### src/sv/zci_pkg.sv
// shared widths, queue depth and result method codes for the zero-crossing interpolator
`timescale 1ns / 1ps

package zci_pkg;

    // default field widths
    localparam int VOLTAGE_BITS_DEF = 24;
    localparam int SPEED_BITS_DEF   = 32;

    // depth of the command queue between front and back
    localparam int QUEUE_DEPTH = 2;

    // how the result voltage was found
    typedef enum logic [1:0] {
        METHOD_EXACT   = 2'd0,
        METHOD_INTERP  = 2'd1,
        METHOD_NEAREST = 2'd2
    } method_t;

endpackage

### src/sv/zci_front.sv
// front end: takes scan points, tracks the deciding event and queues one command per scan
`timescale 1ns / 1ps

module zci_front #(
    parameter int VOLTAGE_BITS = zci_pkg::VOLTAGE_BITS_DEF,
    parameter int SPEED_BITS   = zci_pkg::SPEED_BITS_DEF,
    parameter int IN_W         = ((VOLTAGE_BITS + SPEED_BITS + 7) / 8) * 8,
    parameter int CMD_W        = 2 * VOLTAGE_BITS + 2 * SPEED_BITS + 5
) (
    input  logic             aclk,
    input  logic             aresetn,
    input  logic             s_tvalid,
    output logic             s_tready,
    input  logic [IN_W-1:0]  s_tdata,
    input  logic             s_tlast,
    input  logic             q_full,
    output logic             q_push,
    output logic [CMD_W-1:0] q_data
);

    localparam int V = VOLTAGE_BITS;
    localparam int S = SPEED_BITS;

    logic signed [V-1:0] v_in;
    logic signed [S-1:0] s_in;
    logic [S-1:0]        abs_s;
    logic [S-1:0]        abs_p;
    logic [V:0]          dv;
    logic [V:0]          abs_dv;
    logic [S:0]          den;
    logic                s_pos, s_neg, p_pos, p_neg;
    logic                sign_chg;
    logic                accept;

    logic signed [V-1:0] prev_v_reg, prev_v_next;
    logic signed [S-1:0] prev_s_reg, prev_s_next;
    logic                have_prev_reg, have_prev_next;
    logic                decided_reg, decided_next;
    zci_pkg::method_t    dec_m_reg, dec_m_next;
    logic [V-1:0]        dec_v_reg, dec_v_next;
    logic [S-1:0]        a_reg, a_next;
    logic [V:0]          b_reg, b_next;
    logic [S:0]          c_reg, c_next;
    logic                neg_reg, neg_next;
    logic [S-1:0]        best_abs_reg, best_abs_next;
    logic [V-1:0]        best_v_reg, best_v_next;

    assign v_in = s_tdata[V-1:0];
    assign s_in = s_tdata[V+S-1:V];

    assign abs_s = s_in[S-1] ? (~unsigned'(s_in) + S'(1)) : unsigned'(s_in);
    assign abs_p = prev_s_reg[S-1] ? (~unsigned'(prev_s_reg) + S'(1)) : unsigned'(prev_s_reg);

    assign s_neg = s_in[S-1];
    assign s_pos = !s_in[S-1] && (s_in != '0);
    assign p_neg = prev_s_reg[S-1];
    assign p_pos = !prev_s_reg[S-1] && (prev_s_reg != '0);

    assign sign_chg = have_prev_reg && ((p_neg && s_pos) || (p_pos && s_neg));

    // voltage step and its magnitude, one bit wider than a voltage
    assign dv     = {v_in[V-1], v_in} - {prev_v_reg[V-1], prev_v_reg};
    assign abs_dv = dv[V] ? (~dv + (V+1)'(1)) : dv;
    assign den    = {1'b0, abs_p} + {1'b0, abs_s};

    always_comb begin
        prev_v_next    = prev_v_reg;
        prev_s_next    = prev_s_reg;
        have_prev_next = have_prev_reg;
        decided_next   = decided_reg;
        dec_m_next     = dec_m_reg;
        dec_v_next     = dec_v_reg;
        a_next         = a_reg;
        b_next         = b_reg;
        c_next         = c_reg;
        neg_next       = neg_reg;
        best_abs_next  = best_abs_reg;
        best_v_next    = best_v_reg;
        if (!decided_reg) begin
            priority if (sign_chg) begin
                decided_next = 1'b1;
                dec_m_next   = zci_pkg::METHOD_INTERP;
                dec_v_next   = prev_v_reg;
                a_next       = abs_p;
                b_next       = abs_dv;
                c_next       = den;
                neg_next     = dv[V];
            end else if (s_in == '0) begin
                decided_next = 1'b1;
                dec_m_next   = zci_pkg::METHOD_EXACT;
                dec_v_next   = v_in;
            end else begin
                decided_next = decided_reg;
            end
            if (abs_s < best_abs_reg) begin
                best_abs_next = abs_s;
                best_v_next   = v_in;
            end
            prev_v_next    = v_in;
            prev_s_next    = s_in;
            have_prev_next = 1'b1;
        end
    end

    assign s_tready = !q_full;
    assign accept   = s_tvalid && s_tready;
    assign q_push   = accept && s_tlast;

    // command: voltage, method, then divider operands and sign of the step
    assign q_data = decided_next ?
        {neg_next, c_next, b_next, a_next, dec_m_next, dec_v_next} :
        {neg_next, c_next, b_next, a_next, zci_pkg::METHOD_NEAREST, best_v_next};

    always_ff @(posedge aclk) begin
        if (!aresetn) begin
            have_prev_reg <= 1'b0;
            decided_reg   <= 1'b0;
            best_abs_reg  <= '1;
        end else if (accept) begin
            if (s_tlast) begin
                have_prev_reg <= 1'b0;
                decided_reg   <= 1'b0;
                best_abs_reg  <= '1;
            end else begin
                have_prev_reg <= have_prev_next;
                decided_reg   <= decided_next;
                best_abs_reg  <= best_abs_next;
            end
        end
    end

    always_ff @(posedge aclk) begin
        if (accept && !s_tlast) begin
            prev_v_reg <= prev_v_next;
            prev_s_reg <= prev_s_next;
            dec_m_reg  <= dec_m_next;
            dec_v_reg  <= dec_v_next;
            a_reg      <= a_next;
            b_reg      <= b_next;
            c_reg      <= c_next;
            neg_reg    <= neg_next;
            best_v_reg <= best_v_next;
        end
    end

endmodule

### src/sv/zci_fifo.sv
// small show-ahead command queue between front and back
`timescale 1ns / 1ps

module zci_fifo #(
    parameter int WIDTH = 8,
    parameter int DEPTH = zci_pkg::QUEUE_DEPTH
) (
    input  logic             aclk,
    input  logic             aresetn,
    input  logic             push,
    input  logic [WIDTH-1:0] wr_data,
    output logic             full,
    input  logic             pop,
    output logic [WIDTH-1:0] rd_data,
    output logic             empty
);

    localparam int PTR_W = (DEPTH > 1) ? $clog2(DEPTH) : 1;

    logic [WIDTH-1:0] mem [DEPTH];
    logic [PTR_W-1:0] wr_ptr_reg, rd_ptr_reg;
    logic [PTR_W:0]   count_reg;
    logic             do_push, do_pop;

    assign full    = (count_reg == (PTR_W+1)'(DEPTH));
    assign empty   = (count_reg == '0);
    assign do_push = push && !full;
    assign do_pop  = pop && !empty;
    assign rd_data = mem[rd_ptr_reg];

    always_ff @(posedge aclk) begin
        if (do_push) begin
            mem[wr_ptr_reg] <= wr_data;
        end
    end

    always_ff @(posedge aclk) begin
        if (!aresetn) begin
            wr_ptr_reg <= '0;
            rd_ptr_reg <= '0;
            count_reg  <= '0;
        end else begin
            if (do_push) begin
                wr_ptr_reg <= (wr_ptr_reg == PTR_W'(DEPTH - 1)) ? '0 : wr_ptr_reg + PTR_W'(1);
            end
            if (do_pop) begin
                rd_ptr_reg <= (rd_ptr_reg == PTR_W'(DEPTH - 1)) ? '0 : rd_ptr_reg + PTR_W'(1);
            end
            priority if (do_push && !do_pop) begin
                count_reg <= count_reg + (PTR_W+1)'(1);
            end else if (do_pop && !do_push) begin
                count_reg <= count_reg - (PTR_W+1)'(1);
            end else begin
                count_reg <= count_reg;
            end
        end
    end

endmodule

### src/sv/zci_back.sv
// back end: runs the serial multiply-divide for interpolation and holds the result beat
`timescale 1ns / 1ps

module zci_back #(
    parameter int VOLTAGE_BITS = zci_pkg::VOLTAGE_BITS_DEF,
    parameter int SPEED_BITS   = zci_pkg::SPEED_BITS_DEF,
    parameter int OUT_W        = ((VOLTAGE_BITS + 2 + 7) / 8) * 8,
    parameter int CMD_W        = 2 * VOLTAGE_BITS + 2 * SPEED_BITS + 5
) (
    input  logic              aclk,
    input  logic              aresetn,
    input  logic              q_empty,
    output logic              q_pop,
    input  logic [CMD_W-1:0]  q_data,
    output logic              m_tvalid,
    input  logic              m_tready,
    output logic [OUT_W-1:0]  m_tdata
);

    localparam int V     = VOLTAGE_BITS;
    localparam int S     = SPEED_BITS;
    localparam int STEPS = V + 1;
    localparam int CNT_W = $clog2(STEPS);

    typedef enum logic {ST_IDLE, ST_DIV} state_t;

    state_t           st_reg;
    logic             m_tvalid_reg;
    logic [V-1:0]     out_v_reg;
    zci_pkg::method_t out_m_reg;

    logic [V-1:0]     cmd_v;
    zci_pkg::method_t cmd_m;
    logic [S-1:0]     cmd_a;
    logic [V:0]       cmd_b;
    logic [S:0]       cmd_c;
    logic             cmd_neg;

    logic [S-1:0]     a_reg;
    logic [V:0]       b_reg;
    logic [S:0]       c_reg;
    logic [S:0]       r_reg, r_next;
    logic [V:0]       q_reg, q_next;
    logic [V-1:0]     v0_reg;
    logic             neg_reg;
    logic [CNT_W-1:0] cnt_reg;

    logic [S+2:0]     r2, c1, c2, r_sub;
    logic             ge1, ge2;
    logic [1:0]       digit;
    logic [V:0]       res;
    logic             out_load;

    assign cmd_v   = q_data[V-1:0];
    assign cmd_m   = zci_pkg::method_t'(q_data[V+1:V]);
    assign cmd_a   = q_data[V+2 +: S];
    assign cmd_b   = q_data[V+2+S +: V+1];
    assign cmd_c   = q_data[2*V+3+S +: S+1];
    assign cmd_neg = q_data[2*V+2*S+4];

    // one quotient bit a cycle: shift in a times the next bit of b, then remove c or 2c
    assign r2    = {1'b0, r_reg, 1'b0} + (b_reg[V] ? {3'b000, a_reg} : '0);
    assign c1    = {2'b00, c_reg};
    assign c2    = {1'b0, c_reg, 1'b0};
    assign ge2   = (r2 >= c2);
    assign ge1   = (r2 >= c1);
    assign r_sub = ge2 ? (r2 - c2) : (ge1 ? (r2 - c1) : r2);
    assign digit = ge2 ? 2'd2 : (ge1 ? 2'd1 : 2'd0);
    assign r_next = r_sub[S:0];
    assign q_next = {q_reg[V-1:0], 1'b0} + {{(V-1){1'b0}}, digit};

    // the offset stays between the two points, so the sum fits a voltage
    assign res = neg_reg ? ({v0_reg[V-1], v0_reg} - q_next) : ({v0_reg[V-1], v0_reg} + q_next);

    assign q_pop    = (st_reg == ST_IDLE) && !q_empty && (!m_tvalid_reg || m_tready);
    assign m_tvalid = m_tvalid_reg;
    assign m_tdata  = OUT_W'({out_m_reg, out_v_reg});

    // a new result beat is loaded straight from the queue or at the last divide step
    assign out_load = ((st_reg == ST_IDLE) && q_pop && (cmd_m != zci_pkg::METHOD_INTERP)) ||
                      ((st_reg == ST_DIV) && (cnt_reg == CNT_W'(STEPS - 1)));

    always_ff @(posedge aclk) begin
        if (!aresetn) begin
            st_reg       <= ST_IDLE;
            m_tvalid_reg <= 1'b0;
        end else begin
            m_tvalid_reg <= out_load || (m_tvalid_reg && !m_tready);
            unique case (st_reg)
                ST_IDLE: begin
                    if (q_pop) begin
                        if (cmd_m == zci_pkg::METHOD_INTERP) begin
                            st_reg  <= ST_DIV;
                            a_reg   <= cmd_a;
                            b_reg   <= cmd_b;
                            c_reg   <= cmd_c;
                            v0_reg  <= cmd_v;
                            neg_reg <= cmd_neg;
                            r_reg   <= '0;
                            q_reg   <= '0;
                            cnt_reg <= '0;
                        end else begin
                            out_v_reg <= cmd_v;
                            out_m_reg <= cmd_m;
                        end
                    end
                end
                ST_DIV: begin
                    r_reg   <= r_next;
                    q_reg   <= q_next;
                    b_reg   <= {b_reg[V-1:0], 1'b0};
                    cnt_reg <= cnt_reg + CNT_W'(1);
                    if (cnt_reg == CNT_W'(STEPS - 1)) begin
                        st_reg    <= ST_IDLE;
                        out_v_reg <= res[V-1:0];
                        out_m_reg <= zci_pkg::METHOD_INTERP;
                    end
                end
                default: begin
                    st_reg <= ST_IDLE;
                end
            endcase
        end
    end

endmodule

### src/sv/zero_crossing_interpolator.sv
// top level of the zero-crossing interpolator: front end, command queue and back end
`timescale 1ns / 1ps

// Finds the drive voltage at which measured speed crosses zero over one scan of
// points. Each input beat carries one point (voltage Q4.20, speed Q24.8) and tlast
// marks the final point; exactly one result beat comes out per scan, after its last
// point. The result comes from the earlier of the first exact-zero point (method 0)
// and the linear interpolation across the first strict sign change (method 1, quotient
// truncated toward zero), else the earliest point of smallest absolute speed (method 2).
// Points arrive at up to one beat per cycle while the queue has room: the front end
// classifies each point as it is accepted. Exact and nearest results are offered at
// the output the cycle after the back end takes them from the queue; an interpolated
// result waits for the bit-serial multiply-divide, which forms one quotient bit per
// cycle. A two-entry queue sits between front and back, so the input only stalls when
// two scan results are waiting behind a busy divider or a held output beat.

module zero_crossing_interpolator #(
    parameter int VOLTAGE_BITS = zci_pkg::VOLTAGE_BITS_DEF,
    parameter int SPEED_BITS   = zci_pkg::SPEED_BITS_DEF,
    localparam int IN_W        = ((VOLTAGE_BITS + SPEED_BITS + 7) / 8) * 8,
    localparam int OUT_W       = ((VOLTAGE_BITS + 2 + 7) / 8) * 8
) (
    input  logic             aclk,
    input  logic             aresetn,
    // scan points
    input  logic             s_tvalid,
    output logic             s_tready,
    input  logic [IN_W-1:0]  s_tdata,   // drive_voltage, measured_speed, zero pad
    input  logic             s_tlast,   // last_point
    // results
    output logic             m_tvalid,
    input  logic             m_tready,
    output logic [OUT_W-1:0] m_tdata    // zero_voltage, method, zero pad
);

    // command word: voltage, method, multiplicand, multiplier, divisor, step sign
    localparam int CMD_W = 2 * VOLTAGE_BITS + 2 * SPEED_BITS + 5;

    logic             q_push, q_pop, q_full, q_empty;
    logic [CMD_W-1:0] q_wr_data, q_rd_data;

    // point tracking, one point per cycle while the queue has room
    zci_front #(
        .VOLTAGE_BITS (VOLTAGE_BITS),
        .SPEED_BITS   (SPEED_BITS),
        .IN_W         (IN_W),
        .CMD_W        (CMD_W)
    ) u_front (
        .aclk     (aclk),
        .aresetn  (aresetn),
        .s_tvalid (s_tvalid),
        .s_tready (s_tready),
        .s_tdata  (s_tdata),
        .s_tlast  (s_tlast),
        .q_full   (q_full),
        .q_push   (q_push),
        .q_data   (q_wr_data)
    );

    // decouples scan ends from the divider
    zci_fifo #(
        .WIDTH (CMD_W),
        .DEPTH (zci_pkg::QUEUE_DEPTH)
    ) u_queue (
        .aclk    (aclk),
        .aresetn (aresetn),
        .push    (q_push),
        .wr_data (q_wr_data),
        .full    (q_full),
        .pop     (q_pop),
        .rd_data (q_rd_data),
        .empty   (q_empty)
    );

    // divider and output register
    zci_back #(
        .VOLTAGE_BITS (VOLTAGE_BITS),
        .SPEED_BITS   (SPEED_BITS),
        .OUT_W        (OUT_W),
        .CMD_W        (CMD_W)
    ) u_back (
        .aclk     (aclk),
        .aresetn  (aresetn),
        .q_empty  (q_empty),
        .q_pop    (q_pop),
        .q_data   (q_rd_data),
        .m_tvalid (m_tvalid),
        .m_tready (m_tready),
        .m_tdata  (m_tdata)
    );

endmodule

### config.mk
export PLATFORM = sky130hd
export DESIGN_NAME = zero_crossing_interpolator
export DESIGN_NICKNAME = d
export VERILOG_FILES = /design/src/sv/zci_pkg.sv /design/src/sv/zci_front.sv /design/src/sv/zci_fifo.sv /design/src/sv/zci_back.sv /design/src/sv/zero_crossing_interpolator.sv
export SDC_FILE = /design/constraint.sdc
export NUM_CORES = 1
export LEC_CHECK = 0
export ABC_AREA = 0
export BUFFER_PORTS_ARGS = -buffer_cell sky130_fd_sc_hd__buf_2
export CELL_PAD_IN_SITES_DETAIL_PLACEMENT = 1
export CELL_PAD_IN_SITES_GLOBAL_PLACEMENT = 1
export CORE_MARGIN = 8
export CORE_UTILIZATION = 56
export CTS_CLUSTER_SIZE = 24
export DETAILED_ROUTE_END_ITERATION = 7
export GPL_TIMING_DRIVEN = 0
export PLACE_DENSITY_LB_ADDON = 0.3
export SYNTH_ARGS = -nofsm -noshare
export SYNTH_HDL_FRONTEND = slang
export SYNTH_SLANG_ARGS = --single-unit
### constraint.sdc
create_clock -name aclk -period 13.9 [get_ports aclk]
set_clock_uncertainty 0.2 [all_clocks]
set_input_delay 1.39 -clock aclk [delete_from_list [all_inputs] [get_ports aclk]]
set_output_delay 1.39 -clock aclk [all_outputs]
set_load 0.01 [all_outputs]
==> out/results.ini <==
[outcome]
status=finished clean

[worst_setup_path]
critPathKind=flip-flop to flip-flop
startpoint_type=flip-flop
end_kind=flip-flop
worstPathArrival_ps=12000
path_delay_family=simple AND/OR/NAND/NOR gates
cp.required_ps=14140
max_stage_delay_ps=870
crit_slowest_cell=o311ai_0
critical_path_buf_inv_count=5
crit_fanout=10
r2r_slack_ps=2140
timing.critical_path.mode_cell=ha_1

[cells_and_area]
multiInputGateArea_sq_um=17500
seq_area_sq_um=19800
largest_register_ffs=234
area_delta_synth_final_pct=11.4
final_core_util_pct=62.8
fin_nets=3902
final_common_cell=edfxtp_1
drive_above_1_share_pct=12.7
stdcell_count=4560
regMostFlops=u_queue.mem
fillerInstances=7054
layout.cells.most_common_list=edfxtp_1, nand2_1, nor2_1

[sta]
finalSetupTns_ps=0
fmax_mhz=85.0
hold-worst-slack_ps=276
rsz0062_at_grt=no
fin_crit_sh_pct=84.6
final_max_slew_viol_count=0
hold_viol=0
tightest_slew_ps=1150
setup_viol=0
period_minus_slack_ps=11760
slew_headroom_pct=22.5

[cts]
hold_buffers=0
cts.sinks=674
clockRootBuffer=clkbuf_16
clk_pin_slew_ps=70
cts_tree=yes
post_cts_resized=0
post-cts-setup-buffers=0
numCtsBuffers=74
htreeDepth=3
cts.path.max_buffers=3
worst_skew_pair.late_latency_ps=630

[power]
power_leakage_nw=16.5
powerDensity_nw_per_um2=157
irDropWorstVdd_mv=0.110

[grt]
grt_max_degree=67
grt_usage_pct=30.5
antenna_found_initial=2
grt_remaining_overflow=0
grt_pass1_wl_um=184000
grt_pass1_vias=30805

[route]
routed_wl_um=121000
drc_errors=0
avgRoutedWirePerCell_um=26.6
first_pass_iters=6
first_iter_violations=2612
via_per_inst=6.36
vias=28980
antenna_left=0

[floorplan]
io-pin-count=95
core_sq_um=68200
num_rows=96
die_w_um=278
initial_utilization_pct=56.3
die_y_um=278
die_area_sq_um=77300

[run]
cap_violations=0

[placement]
hpwl_um=87300
placedCellCount=4425
portBuffers=87
gp_congestion=0.905

[yosys]
yosys_warnings=0
synth_area_per_cell_sq_um=11.2
synth_seq_cells=674
async_flop_share_pct=0
synth-edff-count=633
synthDistinctLibCells=86
syn_inst=3435
yosysSeqAreaShare_pct=51.6
synth_top_flop_cell=edfxtp_1
netlist_area_sq_um=38400

[hold_path]
hp-class=flip-flop to flip-flop

-- worst paths after layout --
kind                         endpoint  depth (start not counted)                startpoint
max              u_back.out_v_reg[23]                         41          u_back.b_reg[24]
min          u_front.best_abs_reg[16]                          2  u_front.best_abs_reg[16]
max reg2reg      u_back.out_v_reg[23]                         41          u_back.b_reg[24]
min reg2reg  u_front.best_abs_reg[16]                          2  u_front.best_abs_reg[16]
-- per-stage QoR --
| step | setup WS [ps] | instance area [sq um] | power [mW] |
|---|---|---|---|
| 4_1_cts | 2260 | 42800 | 6.69 |
| 6_report | 2140 | 42800 | 6.70 |
| 3_3_place_gp | 2620 | 40000 | 4.47 |
| 2_1_floorplan | 4770 | 38500 | 3.98 |
| 5_1_grt | 1410 | 42800 | 6.94 |
| 3_5_place_dp | 2380 | 40300 | 4.59 |
-- power by group --
part	internal (mW)	total [mW]	switching [mW]
Sequential	2.51	2.59	0.0762
Clock	1.20	2.06	0.864
Combinational	0.753	2.06	1.30
-- metal layers --
metal / vias to the layer above / share of wire (%) / wire (um) / track usage [%]
li1: 13088 / - / - / -
met1: 14508 / 43 / 51600 / 40.1
met2: 1129 / 47 / 57400 / 51.2
met3: 255 / 6.3 / 7660 / 4.64
met4: 0 / 3.7 / 4460 / 11.1
met5: - / 0 / 0 / 0
-- cell usage after synthesis (14+ instances only) --
master    number  area (sq um)
edfxtp_1     633         19000
nand2_1      327          1230
nor2_1       234           878
ha_1         216          2700
a21oi_1      187           936
o21ai_0      179           896
xnor2_1      169          1480
inv_1        146           548
mux2_2       122          1370
xor2_1        97           850
clkbuf_1      93           349
a21o_1        76           571
mux2i_1       76           761
and2_1        59           369
nor3_1        56           280
nand3_1       54           270
o21a_1        53           398
dfxtp_1       41           821
nor2_2        41           257
a31oi_1       39           244
a211oi_1      38           285
nand2b_1      38           238
and3_1        31           194
o22ai_1       27           169
nor2b_1       24           150
o31ai_1       24           180
mux2_4        20           300
o21ai_1       20           100
o211ai_1      19           143
or3_1         19           119
nand4_1       17           106
or2_2         16           100
nor4_1        14          87.6
-- logic make-up (layout without fill, tap and decap cells) --
| family | after synthesis | count (layout) | share of synthesized area, % |
|---|---|---|---|
| buf+inv | 277 | 514 | 3.00 |
| other cells | 1 | 7 | 0.00976 |
| simple gates | 985 | 985 | 12.3 |
| mux | 218 | 218 | 6.33 |
| flops | 674 | 674 | 51.6 |
| compound gates | 792 | 792 | 13.3 |
| fa+ha+maj | 222 | 222 | 7.34 |
| xor+xnor | 266 | 266 | 6.06 |
-- cell type report --
cell class / instances / share of cell area [%]
Clock inverter: 44 / 1.22
Sequential cell: 674 / 46.3
Antenna cell: 1 / 0.00584
Timing Repair Buffer: 103 / 1.73
Inverter: 147 / 1.29
Clock buffer: 90 / 4.56
Multi-Input combinational cell: 2489 / 40.9
Buffer: 130 / 1.40
Tap cell: 882 / 2.58
-- worst register-to-register path, delay by kind of cell (launching register included) --
family          cells  cell delay, ps
buf+inv             5            1640
compound gates     11            3130
fa+ha+maj           5            1450
simple gates       18            3960
xor+xnor            2             680
flops               1             550
Note: power is estimated with default switching activity, not from simulation.
